--- src/sv/elr_pkg.sv ---
`default_nettype none

package elr_pkg;

    localparam int DEF_COORD_BITS  = 13;
    localparam int DEF_RADIUS_BITS = 11;
    localparam int FRAME_BITS      = 13;
    localparam int COLOR_BITS      = 32;
    localparam int CFG_IDX_BITS    = 1;

    localparam logic [FRAME_BITS-1:0] FRAME_WIDTH_RST  = 13'd640;
    localparam logic [FRAME_BITS-1:0] FRAME_HEIGHT_RST = 13'd480;

    localparam logic [CFG_IDX_BITS-1:0] REG_FRAME_WIDTH  = 1'd0;
    localparam logic [CFG_IDX_BITS-1:0] REG_FRAME_HEIGHT = 1'd1;

    localparam logic FUNC_START = 1'b0;
    localparam logic FUNC_STEP  = 1'b1;

    localparam logic [1:0] PH_IDLE = 2'd0;
    localparam logic [1:0] PH_ARC  = 2'd1;
    localparam logic [1:0] PH_TAIL = 2'd2;
    localparam logic [1:0] PH_DONE = 2'd3;

    typedef struct packed {
        logic       start_latch;
        logic       mul1;
        logic       mul2;
        logic       sum;
        logic       load;
        logic [1:0] k;
    } t_cmd;

    typedef struct packed {
        logic [1:0] phase;
        logic       can_load;
    } t_status;

    // index of the final point that one step request emits in a given phase
    function automatic logic [1:0] last_index(input logic [1:0] phase);
        logic [1:0] idx;
        case (phase)
            PH_ARC:  idx = 2'd3;
            PH_TAIL: idx = 2'd1;
            default: idx = 2'd0;
        endcase
        return idx;
    endfunction

endpackage

`default_nettype wire

--- src/sv/elr_in_if.sv ---
`default_nettype none

interface elr_in_if import elr_pkg::*; #(
    parameter int COORD_BITS  = DEF_COORD_BITS,
    parameter int RADIUS_BITS = DEF_RADIUS_BITS
);
    logic                          valid;
    logic                          ready;
    logic                          func;
    logic signed [COORD_BITS-1:0]  center_x;
    logic signed [COORD_BITS-1:0]  center_y;
    logic        [RADIUS_BITS-1:0] radius_x;
    logic        [RADIUS_BITS-1:0] radius_y;
    logic        [COLOR_BITS-1:0]  draw_color;

    modport source (
        output valid, func, center_x, center_y, radius_x, radius_y, draw_color,
        input  ready
    );

    modport sink (
        input  valid, func, center_x, center_y, radius_x, radius_y, draw_color,
        output ready
    );
endinterface

`default_nettype wire

--- src/sv/elr_out_if.sv ---
`default_nettype none

interface elr_out_if import elr_pkg::*; #(
    parameter int COORD_BITS = DEF_COORD_BITS
);
    logic                    valid;
    logic                    ready;
    logic [COORD_BITS-2:0]   pixel_x;
    logic [COORD_BITS-2:0]   pixel_y;
    logic [COLOR_BITS-1:0]   pixel_color;
    logic                    visible;
    logic                    last;
    logic                    done_res;

    modport source (
        output valid, pixel_x, pixel_y, pixel_color, visible, last, done_res,
        input  ready
    );

    modport sink (
        input  valid, pixel_x, pixel_y, pixel_color, visible, last, done_res,
        output ready
    );
endinterface

`default_nettype wire

--- src/sv/ellipse_rasterizer.sv ---
// Midpoint ellipse rasterizer, one outline point per result.
// Input channel i_in carries requests: func = start latches center, radii and
// color and sets up the error accumulators; func = step emits the next points.
// Output channel o_out carries points, with visible = 0 for points outside the
// frame, last on the final point of a request and done_res once the outline
// is finished. A step after completion returns one empty point with done_res.
// Frame width and height are written through i_cfg_we / i_cfg_idx /
// i_cfg_data; the user must write them only while no request is in flight, as the block does not enforce this.
// Sequencing: after a start is accepted the controller passes through the multiply
// states MUL1 and MUL2 and the add state SUM. A step enters the run state and loads
// one point per cycle while the output register can take it; the next request is
// taken in the cycle that loads the last point, so an arc step emits four points,
// a tail step two and an empty step one. The single output register paces the loads.
// When o_out.ready is low with a point held, the output register holds and point
// generation stalls with it. Reset clears the frame size to 640 x 480, drops any
// pending point and returns the block to idle with no ellipse active.
`default_nettype none

module ellipse_rasterizer import elr_pkg::*; #(
    parameter int COORD_BITS  = DEF_COORD_BITS,
    parameter int RADIUS_BITS = DEF_RADIUS_BITS
) (
    input  wire logic                    i_clk,
    input  wire logic                    i_rst_n,
    elr_in_if.sink                       i_in,
    elr_out_if.source                    o_out,
    input  wire logic                    i_cfg_we,
    input  wire logic [CFG_IDX_BITS-1:0] i_cfg_idx,
    input  wire logic [FRAME_BITS-1:0]   i_cfg_data
);

    t_cmd    cmd;
    t_status stat;
    logic    in_ready;
    logic    in_accept;

    assign i_in.ready = in_ready;
    assign in_accept  = i_in.valid && in_ready;

    elr_ctrl u_ctrl (
        .i_clk      (i_clk),
        .i_rst_n    (i_rst_n),
        .i_in_valid (i_in.valid),
        .i_func     (i_in.func),
        .o_in_ready (in_ready),
        .i_status   (stat),
        .o_cmd      (cmd)
    );

    elr_datapath #(
        .COORD_BITS  (COORD_BITS),
        .RADIUS_BITS (RADIUS_BITS)
    ) u_datapath (
        .i_clk         (i_clk),
        .i_rst_n       (i_rst_n),
        .i_cmd         (cmd),
        .o_status      (stat),
        .i_cfg_we      (i_cfg_we),
        .i_cfg_idx     (i_cfg_idx),
        .i_cfg_data    (i_cfg_data),
        .i_center_x    (i_in.center_x),
        .i_center_y    (i_in.center_y),
        .i_radius_x    (i_in.radius_x),
        .i_radius_y    (i_in.radius_y),
        .i_draw_color  (i_in.draw_color),
        .i_out_ready   (o_out.ready),
        .o_out_valid   (o_out.valid),
        .o_pixel_x     (o_out.pixel_x),
        .o_pixel_y     (o_out.pixel_y),
        .o_pixel_color (o_out.pixel_color),
        .o_visible     (o_out.visible),
        .o_last        (o_out.last),
        .o_done_res    (o_out.done_res)
    );

`ifndef SYNTHESIS
    a_start_setup : assert property (@(posedge i_clk) disable iff (!i_rst_n)
        in_accept && i_in.func == FUNC_START |=> cmd.mul1)
        else $error("start request did not enter setup");

    a_setup_arc : assert property (@(posedge i_clk) disable iff (!i_rst_n)
        cmd.sum |=> stat.phase == PH_ARC)
        else $error("setup did not arm the arc phase");

    a_hidden_zero : assert property (@(posedge i_clk) disable iff (!i_rst_n)
        o_out.valid && !o_out.visible |-> o_out.pixel_x == '0 && o_out.pixel_y == '0)
        else $error("hidden point carries coordinates");
`endif

endmodule

`default_nettype wire

--- src/sv/elr_ctrl.sv ---
`default_nettype none

module elr_ctrl import elr_pkg::*; (
    input  wire logic    i_clk,
    input  wire logic    i_rst_n,
    input  wire logic    i_in_valid,
    input  wire logic    i_func,
    output logic         o_in_ready,
    input  wire t_status i_status,
    output t_cmd         o_cmd
);

    localparam logic [2:0] S_IDLE = 3'd0;
    localparam logic [2:0] S_MUL1 = 3'd1;
    localparam logic [2:0] S_MUL2 = 3'd2;
    localparam logic [2:0] S_SUM  = 3'd3;
    localparam logic [2:0] S_RUN  = 3'd4;

    logic [2:0] r_state, n_state;
    logic [1:0] r_k, n_k;
    logic       load;
    logic       final_load;
    logic       accept;

    assign load       = (r_state == S_RUN) && i_status.can_load;
    assign final_load = load && (r_k == last_index(i_status.phase));
    assign o_in_ready = (r_state == S_IDLE) || final_load;
    assign accept     = i_in_valid && o_in_ready;

    always_comb begin
        n_state = r_state;
        n_k     = r_k;
        case (r_state)
            S_IDLE: begin
                n_state = S_IDLE;
            end
            S_MUL1: begin
                n_state = S_MUL2;
            end
            S_MUL2: begin
                n_state = S_SUM;
            end
            S_SUM: begin
                n_state = S_IDLE;
            end
            S_RUN: begin
                if (final_load) begin
                    n_state = S_IDLE;
                end else if (load) begin
                    n_k = r_k + 2'd1;
                end
            end
            default: begin
                n_state = S_IDLE;
            end
        endcase
        if (accept) begin
            n_state = (i_func == FUNC_START) ? S_MUL1 : S_RUN;
            n_k     = 2'd0;
        end
    end

    always_ff @(posedge i_clk) begin
        if (!i_rst_n) begin
            r_state <= S_IDLE;
            r_k     <= 2'd0;
        end else begin
            r_state <= n_state;
            r_k     <= n_k;
        end
    end

    always_comb begin
        o_cmd.start_latch = accept && (i_func == FUNC_START);
        o_cmd.mul1        = (r_state == S_MUL1);
        o_cmd.mul2        = (r_state == S_MUL2);
        o_cmd.sum         = (r_state == S_SUM);
        o_cmd.load        = load;
        o_cmd.k           = r_k;
    end

endmodule

`default_nettype wire

--- src/sv/elr_datapath.sv ---
`default_nettype none

module elr_datapath import elr_pkg::*; #(
    parameter int COORD_BITS  = DEF_COORD_BITS,
    parameter int RADIUS_BITS = DEF_RADIUS_BITS
) (
    input  wire logic                          i_clk,
    input  wire logic                          i_rst_n,
    input  wire t_cmd                          i_cmd,
    output t_status                            o_status,
    input  wire logic                          i_cfg_we,
    input  wire logic [CFG_IDX_BITS-1:0]       i_cfg_idx,
    input  wire logic [FRAME_BITS-1:0]         i_cfg_data,
    input  wire logic signed [COORD_BITS-1:0]  i_center_x,
    input  wire logic signed [COORD_BITS-1:0]  i_center_y,
    input  wire logic [RADIUS_BITS-1:0]        i_radius_x,
    input  wire logic [RADIUS_BITS-1:0]        i_radius_y,
    input  wire logic [COLOR_BITS-1:0]         i_draw_color,
    input  wire logic                          i_out_ready,
    output logic                               o_out_valid,
    output logic [COORD_BITS-2:0]              o_pixel_x,
    output logic [COORD_BITS-2:0]              o_pixel_y,
    output logic [COLOR_BITS-1:0]              o_pixel_color,
    output logic                               o_visible,
    output logic                               o_last,
    output logic                               o_done_res
);

    localparam int RB    = RADIUS_BITS;
    localparam int CW    = COORD_BITS;
    localparam int SQ_W  = 2 * RB;
    localparam int INC_W = 2 * RB + 1;
    localparam int PRW   = 3 * RB + 3;
    localparam int EW    = 4 * RB + 4;
    localparam int XW    = RB + 2;
    localparam int YW    = RB + 1;
    localparam int PW    = ((CW > RB + 2) ? CW : RB + 2) + 1;
    localparam int LW    = ((PW > FRAME_BITS) ? PW : FRAME_BITS) + 1;
    localparam logic [LW-1:0] CAP = LW'(1) << (CW - 1);

    logic [FRAME_BITS-1:0]  r_frame_w, r_frame_h;
    logic [1:0]             r_phase;
    logic signed [XW-1:0]   r_sx;
    logic [YW-1:0]          r_sy;
    logic signed [EW-1:0]   r_err, r_xinc, r_yinc;
    logic [INC_W-1:0]       r_tbs, r_tas;
    logic signed [CW-1:0]   r_cx, r_cy;
    logic [RB-1:0]          r_a, r_b;
    logic [COLOR_BITS-1:0]  r_color;
    logic [SQ_W-1:0]        r_a2, r_b2;
    logic                   r_fx, r_fy;
    logic [1:0]             r_nph;
    logic signed [EW-1:0]   r_cxi, r_cyi;

    logic                   r_ov;
    logic [CW-2:0]          r_px, r_py;
    logic [COLOR_BITS-1:0]  r_pc;
    logic                   r_vis, r_last, r_done;

    logic [SQ_W-1:0]        sq_a, sq_b;
    logic [XW-1:0]          one_m2a;
    logic [PRW-1:0]         prod;
    logic signed [EW:0]     e2, xinc_w, yinc_w;
    logic                   fx_c, fy_c;
    logic signed [XW-1:0]   sx_n;
    logic [YW-1:0]          sy_n, sy1;
    logic [1:0]             nph_arc;
    logic                   tail_done;
    logic                   is_arc, is_tail;
    logic signed [PW-1:0]   sx_ext, y_ext, y1_ext, cx_ext, cy_ext;
    logic signed [PW-1:0]   xt, yt, px, py;
    logic [LW-1:0]          fw_ext, fh_ext, lim_w, lim_h;
    logic                   vis;
    logic                   done_now;
    logic                   last_now;

    // setup arithmetic
    assign sq_a    = {{RB{1'b0}}, r_a} * {{RB{1'b0}}, r_a};
    assign sq_b    = {{RB{1'b0}}, r_b} * {{RB{1'b0}}, r_b};
    assign one_m2a = XW'(1) - {1'b0, r_a, 1'b0};
    assign prod    = PRW'($signed(one_m2a) * $signed({1'b0, r_b2}));

    // error decision of one arc step
    assign e2      = {r_err, 1'b0};
    assign xinc_w  = {r_xinc[EW-1], r_xinc};
    assign yinc_w  = {r_yinc[EW-1], r_yinc};
    assign fx_c    = (e2 >= xinc_w);
    assign fy_c    = (e2 <= yinc_w);
    assign sx_n    = r_sx + $signed({{(XW-1){1'b0}}, fx_c});
    assign sy_n    = r_sy + {{(YW-1){1'b0}}, fy_c};
    assign nph_arc = (!sx_n[XW-1] && (sx_n != '0))
                     ? ((sy_n < {1'b0, r_b}) ? PH_TAIL : PH_DONE) : PH_ARC;

    assign sy1       = r_sy + YW'(1);
    assign tail_done = (sy1 >= {1'b0, r_b});

    assign is_arc  = (r_phase == PH_ARC);
    assign is_tail = (r_phase == PH_TAIL);

    // point of index k
    assign sx_ext = {{(PW-XW){r_sx[XW-1]}}, r_sx};
    assign y_ext  = {{(PW-YW){1'b0}}, r_sy};
    assign y1_ext = {{(PW-YW){1'b0}}, sy1};
    assign cx_ext = {{(PW-CW){r_cx[CW-1]}}, r_cx};
    assign cy_ext = {{(PW-CW){r_cy[CW-1]}}, r_cy};

    always_comb begin
        xt = '0;
        yt = '0;
        if (is_arc) begin
            xt = (i_cmd.k inside {2'd0, 2'd3}) ? -sx_ext : sx_ext;
            yt = (i_cmd.k inside {2'd0, 2'd1}) ? y_ext : -y_ext;
        end else if (is_tail) begin
            yt = (i_cmd.k == 2'd0) ? y1_ext : -y1_ext;
        end
    end

    assign px = cx_ext + xt;
    assign py = cy_ext + yt;

    assign fw_ext = {{(LW-FRAME_BITS){1'b0}}, r_frame_w};
    assign fh_ext = {{(LW-FRAME_BITS){1'b0}}, r_frame_h};
    assign lim_w  = (fw_ext > CAP) ? CAP : fw_ext;
    assign lim_h  = (fh_ext > CAP) ? CAP : fh_ext;
    assign vis    = (is_arc || is_tail)
                    && !px[PW-1] && ({{(LW-PW){1'b0}}, px} < lim_w)
                    && !py[PW-1] && ({{(LW-PW){1'b0}}, py} < lim_h);

    always_comb begin
        case (r_phase)
            PH_ARC:  done_now = (i_cmd.k == 2'd0) ? (nph_arc == PH_DONE) : (r_nph == PH_DONE);
            PH_TAIL: done_now = tail_done;
            default: done_now = 1'b1;
        endcase
    end

    assign last_now = (i_cmd.k == last_index(r_phase));

    always_ff @(posedge i_clk) begin
        if (!i_rst_n) begin
            r_frame_w <= FRAME_WIDTH_RST;
            r_frame_h <= FRAME_HEIGHT_RST;
        end else if (i_cfg_we) begin
            case (i_cfg_idx)
                REG_FRAME_WIDTH:  r_frame_w <= i_cfg_data;
                REG_FRAME_HEIGHT: r_frame_h <= i_cfg_data;
                default: begin
                    r_frame_w <= r_frame_w;
                end
            endcase
        end
    end

    always_ff @(posedge i_clk) begin
        if (!i_rst_n) begin
            r_phase <= PH_IDLE;
        end else if (i_cmd.sum) begin
            r_phase <= PH_ARC;
        end else if (i_cmd.load && is_arc && i_cmd.k == 2'd3) begin
            r_phase <= r_nph;
        end else if (i_cmd.load && is_tail && i_cmd.k == 2'd1) begin
            r_phase <= tail_done ? PH_DONE : PH_TAIL;
        end
    end

    always_ff @(posedge i_clk) begin
        if (i_cmd.start_latch) begin
            r_cx    <= i_center_x;
            r_cy    <= i_center_y;
            r_a     <= i_radius_x;
            r_b     <= i_radius_y;
            r_color <= i_draw_color;
        end
        if (i_cmd.mul1) begin
            r_a2 <= sq_a;
            r_b2 <= sq_b;
        end
        if (i_cmd.mul2) begin
            r_xinc <= {{(EW-PRW){prod[PRW-1]}}, prod};
            r_yinc <= {{(EW-SQ_W){1'b0}}, r_a2};
            r_tas  <= {r_a2, 1'b0};
            r_tbs  <= {r_b2, 1'b0};
        end
        if (i_cmd.sum) begin
            r_err <= r_xinc + r_yinc;
            r_sx  <= XW'(0) - {2'b00, r_a};
            r_sy  <= '0;
        end
        if (i_cmd.load && is_arc) begin
            case (i_cmd.k)
                2'd0: begin
                    r_fx  <= fx_c;
                    r_fy  <= fy_c;
                    r_nph <= nph_arc;
                    r_cxi <= r_xinc + $signed({{(EW-INC_W){1'b0}}, r_tbs});
                    r_cyi <= r_yinc + $signed({{(EW-INC_W){1'b0}}, r_tas});
                end
                2'd1: begin
                    if (r_fx) begin
                        r_xinc <= r_cxi;
                        r_err  <= r_err + r_cxi;
                    end
                    if (r_fy) begin
                        r_yinc <= r_cyi;
                    end
                end
                2'd2: begin
                    if (r_fy) begin
                        r_err <= r_err + r_cyi;
                    end
                end
                default: begin
                    r_sx <= r_sx + $signed({{(XW-1){1'b0}}, r_fx});
                    r_sy <= r_sy + {{(YW-1){1'b0}}, r_fy};
                end
            endcase
        end
        if (i_cmd.load && is_tail && i_cmd.k == 2'd1) begin
            r_sy <= sy1;
        end
    end

    // output register
    always_ff @(posedge i_clk) begin
        if (!i_rst_n) begin
            r_ov <= 1'b0;
        end else if (i_cmd.load) begin
            r_ov <= 1'b1;
        end else if (i_out_ready) begin
            r_ov <= 1'b0;
        end
    end

    always_ff @(posedge i_clk) begin
        if (i_cmd.load) begin
            r_px   <= vis ? px[CW-2:0] : '0;
            r_py   <= vis ? py[CW-2:0] : '0;
            r_pc   <= (is_arc || is_tail) ? r_color : '0;
            r_vis  <= vis;
            r_last <= last_now;
            r_done <= done_now;
        end
    end

    assign o_status.phase    = r_phase;
    assign o_status.can_load = !r_ov || i_out_ready;

    assign o_out_valid   = r_ov;
    assign o_pixel_x     = r_px;
    assign o_pixel_y     = r_py;
    assign o_pixel_color = r_pc;
    assign o_visible     = r_vis;
    assign o_last        = r_last;
    assign o_done_res    = r_done;

endmodule

`default_nettype wire

--- src/flat_wrapper.sv ---
// flat-port wrapper written by rule: the top's interface ports become plain ports
module ellipse_rasterizer_flat import elr_pkg::*;
#(
    parameter int COORD_BITS  = DEF_COORD_BITS,
    parameter int RADIUS_BITS = DEF_RADIUS_BITS
)
  (i_clk, i_rst_n, i_cfg_we, i_cfg_idx, i_cfg_data, i_in_valid, i_in_func, i_in_center_x, i_in_center_y, i_in_radius_x, i_in_radius_y, i_in_draw_color, i_in_ready, o_out_valid, o_out_pixel_x, o_out_pixel_y, o_out_pixel_color, o_out_visible, o_out_last, o_out_done_res, o_out_ready);
  elr_in_if #(.COORD_BITS(COORD_BITS), .RADIUS_BITS(RADIUS_BITS)) i_in_i ();
  elr_out_if #(.COORD_BITS(COORD_BITS)) o_out_i ();
  input  wire logic i_clk;
  input  wire logic i_rst_n;
  input  wire logic i_cfg_we;
  input  wire logic [CFG_IDX_BITS-1:0] i_cfg_idx;
  input  wire logic [FRAME_BITS-1:0] i_cfg_data;
  input wire logic [$bits(i_in_i.valid)-1:0] i_in_valid;
  input wire logic [$bits(i_in_i.func)-1:0] i_in_func;
  input wire logic [$bits(i_in_i.center_x)-1:0] i_in_center_x;
  input wire logic [$bits(i_in_i.center_y)-1:0] i_in_center_y;
  input wire logic [$bits(i_in_i.radius_x)-1:0] i_in_radius_x;
  input wire logic [$bits(i_in_i.radius_y)-1:0] i_in_radius_y;
  input wire logic [$bits(i_in_i.draw_color)-1:0] i_in_draw_color;
  output wire logic [$bits(i_in_i.ready)-1:0] i_in_ready;
  output wire logic [$bits(o_out_i.valid)-1:0] o_out_valid;
  output wire logic [$bits(o_out_i.pixel_x)-1:0] o_out_pixel_x;
  output wire logic [$bits(o_out_i.pixel_y)-1:0] o_out_pixel_y;
  output wire logic [$bits(o_out_i.pixel_color)-1:0] o_out_pixel_color;
  output wire logic [$bits(o_out_i.visible)-1:0] o_out_visible;
  output wire logic [$bits(o_out_i.last)-1:0] o_out_last;
  output wire logic [$bits(o_out_i.done_res)-1:0] o_out_done_res;
  input wire logic [$bits(o_out_i.ready)-1:0] o_out_ready;
  assign i_in_i.valid = i_in_valid;
  assign i_in_i.func = i_in_func;
  assign i_in_i.center_x = i_in_center_x;
  assign i_in_i.center_y = i_in_center_y;
  assign i_in_i.radius_x = i_in_radius_x;
  assign i_in_i.radius_y = i_in_radius_y;
  assign i_in_i.draw_color = i_in_draw_color;
  assign i_in_ready = i_in_i.ready;
  assign o_out_valid = o_out_i.valid;
  assign o_out_pixel_x = o_out_i.pixel_x;
  assign o_out_pixel_y = o_out_i.pixel_y;
  assign o_out_pixel_color = o_out_i.pixel_color;
  assign o_out_visible = o_out_i.visible;
  assign o_out_last = o_out_i.last;
  assign o_out_done_res = o_out_i.done_res;
  assign o_out_i.ready = o_out_ready;
  ellipse_rasterizer #(.COORD_BITS(COORD_BITS), .RADIUS_BITS(RADIUS_BITS)) u_core (.i_clk(i_clk), .i_rst_n(i_rst_n), .i_in(i_in_i), .o_out(o_out_i), .i_cfg_we(i_cfg_we), .i_cfg_idx(i_cfg_idx), .i_cfg_data(i_cfg_data));
endmodule
--- config.mk ---
export PLATFORM = sky130hd
export DESIGN_NAME = ellipse_rasterizer_flat
export DESIGN_NICKNAME = d
export VERILOG_FILES = /design/src/sv/elr_pkg.sv /design/src/sv/elr_in_if.sv /design/src/sv/elr_out_if.sv /design/src/sv/ellipse_rasterizer.sv /design/src/sv/elr_ctrl.sv /design/src/sv/elr_datapath.sv /design/src/flat_wrapper.sv
export SDC_FILE = /design/constraint.sdc
export NUM_CORES = 2
export LEC_CHECK = 0
export BUFFER_PORTS_ARGS = -buffer_cell sky130_fd_sc_hd__buf_2
export CAP_MARGIN = 0
export CORE_ASPECT_RATIO = 1.2
export CORE_MARGIN = 2
export CORE_UTILIZATION = 45
export CTS_BUF_LIST = sky130_fd_sc_hd__clkbuf_16
export DETAILED_ROUTE_END_ITERATION = 7
export PLACE_DENSITY = 0.62
export SLEW_MARGIN = 5
export SYNTH_ARGS = -nofsm -noshare
export SYNTH_HDL_FRONTEND = slang
export SYNTH_SLANG_ARGS = --single-unit
--- constraint.sdc ---
create_clock -name i_clk -period 9.04 [get_ports i_clk]
set_input_delay 0.452 -clock i_clk [delete_from_list [all_inputs] [get_ports i_clk]]
set_output_delay 0.452 -clock i_clk [all_outputs]
set_load 0.1 [all_outputs]
# [After elaboration in Yosys (flattened, before gate mapping)]
# Cells that the tools add are included.
[word_totals] reg_bits=530 word_cells=156 output_inout_bits=61
[op_classes] muxes=43 addsub=18 multipliers=3 eq_ne=13 order_cmp=8 bitwise=4 n_reduce_logical=35
[ops] op="48-bit two-way mux" count=12
[ops] op="48-bit adder" count=3
[ops] op="48-bit by 24-bit adder with 48-bit output" count=2
[ops] op="48-bit one-hot mux with 2 select lines" count=1
[ops] op="14-bit two-way mux" count=6
[ops] op="13-bit two-way mux" count=5
[ops] op="49-bit by 48-bit greater-or-equal comparator with 1-bit output" count=1
[ops] op="49-bit by 48-bit <= comparator with 1-bit output" count=1
[ops] op="12-bit two-way mux" count=4
[ops] op="11-bit by 11-bit multiplier with 22-bit output" count=2
[ops] op="13-bit by 23-bit multiplier with 36-bit output" count=1
[ops] op="13-bit by 14-bit adder with 14-bit output" count=2
[ops] op="14-bit by 13-bit < comparator with 1-bit output" count=2
[ops] op="12-bit negation with 14-bit output" count=2
[ops] op="13-bit by 2-bit adder with 13-bit output" count=2
[ops] op="13-bit greater-than comparator (second input constant)" count=2
[ops] op="12-bit by 1-bit adder with 12-bit output" count=2
[ops] op="13-bit negation with 14-bit output" count=1
[ops] op="1-bit logical AND" count=13
[ops] op="13-bit nonzero test" count=1
[ops] op="1-bit by 12-bit subtractor with 13-bit output (first input constant)" count=1
[ops] op="12-bit by 1-bit adder with 12-bit output (second input constant)" count=1
[ops] op="12-bit by 11-bit greater-or-equal comparator with 1-bit output" count=1
[ops] op="12-bit by 11-bit < comparator with 1-bit output" count=1
[ops] op="26 further kinds" count=55

# [Depth between registers and ports, before layout]
[depth] ltp_word=10 mapped_depth=31 ltp_nobuf=28

# [Modules after synthesis]
# Synthesis repeated with hierarchy kept, for this count alone.
[unflattened] cells_unflattened=5501 hier_area_um2=50568.5
[by_module_without_submodules] module="elr_datapath" area_each_um2=50220.7 cells_per_inst=5459 instances=1
[by_module_without_submodules] module="elr_ctrl" area_each_um2=347.8 cells_per_inst=42 instances=1

# [Worst setup path before layout]
# No wires, ideal clock.
[synth_path] path_type="reg2reg" start="register u_core.u_datapath.r_a[4]" end="register u_core.u_datapath.r_xinc[36]" path_stages_with_launch=29 path_buffers=2 t_arrival_ns=7.169 required_ns=8.921 path_slack_ns=1.752 period_less_slack_ns=7.288 cell_sequence="edfxtp_1 nor4_1 nand2_1 nor4_1 xnor2_1 clkbuf_1 nand2_1 fa_1 fa_1 inv_1 fa_1 fa_1 fa_1 inv_1 fa_1 inv_1 ha_1 o21ai_1 nand2b_1 a21oi_1 a41oi_2 a221oi_2 o22a_1 a21oi_2 a41oi_2 a21oi_1 mux2i_2 buf_4 nand2_1"
[synth_between] elab_chain_cells=6
[synth_lines] item="from (decl)" line="elr_datapath.sv:48" source="logic [RB-1:0] r_a, r_b;"
[synth_lines] item="from (signal assigned)" line="elr_datapath.sv:170" source="r_a <= i_radius_x;"
[synth_lines] item="1-bit by 12-bit subtractor with 13-bit output *" line="elr_datapath.sv:80" source="assign one_m2a = XW'(1) - {1'b0, r_a, 1'b0};"
[synth_lines] item="13-bit by 23-bit multiplier with 36-bit output *" line="elr_datapath.sv:81" source="assign prod = PRW'($signed(one_m2a) * $signed({1'b0, r_b2}));"
[synth_lines] item="48-bit two-way mux *" line="elr_datapath.sv:178" source="if (i_cmd.mul2) begin"
[synth_lines] item="48-bit two-way mux" line="elr_datapath.sv:199" source="if (r_fx) begin"
[synth_lines] item="48-bit two-way mux" line="elr_datapath.sv:190" source="case (i_cmd.k)"
[synth_lines] item="48-bit two-way mux *" line="elr_datapath.sv:189" source="if (i_cmd.load && is_arc) begin"
[synth_lines] item="to (signal assigned)" line="elr_datapath.sv:179" source="r_xinc <= {{(EW-PRW){prod[PRW-1]}}, prod};"
[synth_lines] item="to (signal assigned)" line="elr_datapath.sv:200" source="r_xinc <= r_cxi;"
[synth_lines] item="to (decl)" line="elr_datapath.sv:45" source="logic signed [EW-1:0] r_err, r_xinc, r_yinc;"
# Mark *: on every way between the ends. The rest lies on a longest branch, timed or not.
# A chain may end at the register's enable or synchronous reset.

# [Worst setup path in the final report]
[layout_path] start="register u_core.u_datapath.r_a[5]" end="register u_core.u_datapath.r_xinc[46]"
# Same word-level chain as after synthesis.

==> flow_summary.toml <==
[run]
drv_cap = 0

[timing]
finalClockSkew_ns = 0.04601
tns_ns = 0
finalSetupViolCount = 0
rsz0062_at_grt = "false"
slew_viol_final = 0
relSlewSlack = 0.2395
worst_hold_slack_ns = 0.05055
max_freq_mhz = 126.3
worstMarginPinSlew_ns = 1.133
hold_viol = 0
finalCriticalPeriod_ns = 7.920
final.period_utilization = 0.8761

[clock_tree]
clock_sinks = 526
path_clk_slew_ns = 0.06
numCtsBuffers = 60
worstSkewPairLatency_ns = 0.68
cts_resized = 0
htreeDepth = 2
root_buffer = "clkbuf_16"
cts_tree = "yes"
cts_buffer_depth = 3

[synth]
synth.area.top_cells = "edfxtp_1 (19%), ha_1 (15%), fa_1 (14%)"
yosys.area.top_type_share = 0.1930
netlist_area_um2 = 50260
yosys.area.top_type = "edfxtp_1"
synthArstFlopShare = 0
yosys_warnings = 0
ys_ff_latch = 526
synth_enable_flop_cells = 323
yosysMostFrequentCell = "nand2_1"
ys_types = 116
synthFlopType = "edfxtp_1"
yosys-top-cells-count = "nand2_1 (627), ha_1 (591), inv_1 (535)"
avgSynthCellArea_um2 = 9.185
synth_seq_area_share = 0.2738
syn_inst = 5472

[floorplanning]
num_rows = 134
ios = 161
fp.dieArea_um2 = 114400
die-width_um = 309.1
coreArea_um2 = 111000
start_util = 0.4528
die_y_um = 370.1

[grt]
grt_pass1_wl_um = 217800
overflow = 0
grt_max_degree = 67
antenna_found_initial = 0
grt_pass1_vias = 40398
track_usage = 0.2384

[layout]
drive_above_1_share = 0.06755
regArea_um2 = 13760
multi_input_area_um2 = 33680
nFillCells = 10574
nNetsFinal = 6643
postLayoutCoreUtil = 0.4979
syn_to_final_growth_pct = 9.953
fin_cells = 7152

[routing]
wl_per_cell_um = 18.99
drc = 0
viasPerCell = 5.582
ant_nets = 0
drt_iter0_drc = 2586
vias = 39922
wl_um = 135800
drtPass1Iterations = 6

[worst_hold_path]
min_path_type = "in -> reg"

[status]
outcome = "completed"

[critical_path]
cp-start-kind = "flip-flop"
critical_path.most_common_cell = "fa_1"
cp_max_fo = 22
max_stage_delay_ns = 0.61
end_kind = "flip-flop"
crit_type = "reg -> reg"
cp.required_ns = 9.59
cp.arrival_ns = 8.47
cpMaxStageDelayCell = "edfxtp_1"

[place]
dpl.cell_count = 6953
hpwl_um = 106300
port_buffers = 160
routabilityCongestion = 0.9759
## sequential cells by signal (all words and copies together) (netlist names), 13 cells and up
signal / count
u_core.u_datapath.o_pixel_color: 32
u_core.u_datapath.r_a2: 21
u_core.u_datapath.r_b2: 21
u_core.u_datapath.r_color: 32
u_core.u_datapath.r_cx: 13
u_core.u_datapath.r_cxi: 48
u_core.u_datapath.r_cy: 13
u_core.u_datapath.r_cyi: 48
u_core.u_datapath.r_err: 48
u_core.u_datapath.r_frame_h: 13
u_core.u_datapath.r_frame_w: 13
u_core.u_datapath.r_sx: 13
u_core.u_datapath.r_tas: 21
u_core.u_datapath.r_tbs: 21
u_core.u_datapath.r_xinc: 48
u_core.u_datapath.r_yinc: 48
## metrics by stage
stage                     worst slack (ns)  area (um^2)
after floorplan                      1.752        50280
after CTS                            1.076        55260
after global routing                0.6632        55260
final                                1.120        55260
after detailed placement             1.097        52440
after global placement               1.156        52440
## logic make-up (layout without fill, tap and decap cells)
kind of cell	count (synthesis)	count (layout)	share of synthesized area
buf+inv	762	938	0.05893
compound gates	1216	1216	0.1581
flops	526	526	0.2738
simple gates	1640	1640	0.1543
fa+ha+maj	940	940	0.2861
mux	23	23	0.004755
xor+xnor	363	363	0.06378
other cells	2	10	0.0001494
## layout make-up
type | instances | share of cell area
clock buffer | 61 | 0.02762
multi-input combinational | 4191 | 0.6094
clock inverter | 53 | 0.008219
antenna | 1 | 0.00004528
sequential | 526 | 0.2491
inverter | 542 | 0.03691
tap | 1496 | 0.03387
timing repair buffer | 282 | 0.03487
## worst max-delay path: cells and delay by family (launching register included)
family,cells,cell delay (ns)
XOR/XNOR,1,0.08
flip-flops,1,0.61
AND/OR/NAND/NOR,6,1.23
multiplexers,1,0.18
AO/OA/AOI/OAI,8,1.69
buffers and inverters,6,0.66
adder cells (fa/ha/maj),7,3.37
## path summary, 6_finish.rpt
path / cells after the start / endpoint / slack [ns] / start
setup reg to reg: 29 / u_core.u_datapath.r_xinc[46] / 1.12 / u_core.u_datapath.r_a[5]
hold reg to reg: 0 / u_core.u_datapath.r_tas[18] / 0.46 / u_core.u_datapath.r_a2[17]
setup / recovery: 29 / u_core.u_datapath.r_xinc[46] / 1.12 / u_core.u_datapath.r_a[5]
hold / removal: 3 / u_core.u_datapath.r_frame_h[6] / 0.05 / i_cfg_data[6]
## metal layers
metal	share of wire	global-route usage
met5	0	0
met4	0.028	0.06955
met3	0.045	0.02511
met2	0.48	0.4119
met1	0.45	0.3147
## cell usage in the layout (no fill, tap or decap), types with 84 or more instances in the layout
cell,n
a21o_1,167
a21oi_1,309
a31oi_1,92
and2_1,116
buf_2,160
dfxtp_1,203
dlygate4sd3_1,84
edfxtp_1,323
fa_1,349
ha_1,591
inv_1,542
nand2_1,626
nand3_1,107
nor2_1,340
o21ai_0,173
xnor2_1,254
xor2_1,98
## timing repair
item | 4_1_cts | 5_1_grt
endpoints found under the setup margin | 0 | 0
endpoints found under the hold margin | 85 | 0
setup buffers | 0 | 0
hold buffers | 84 | 0
Power is not shown: default switching activity piles up to over one toggle a cycle in this logic, so the estimate is an artifact.
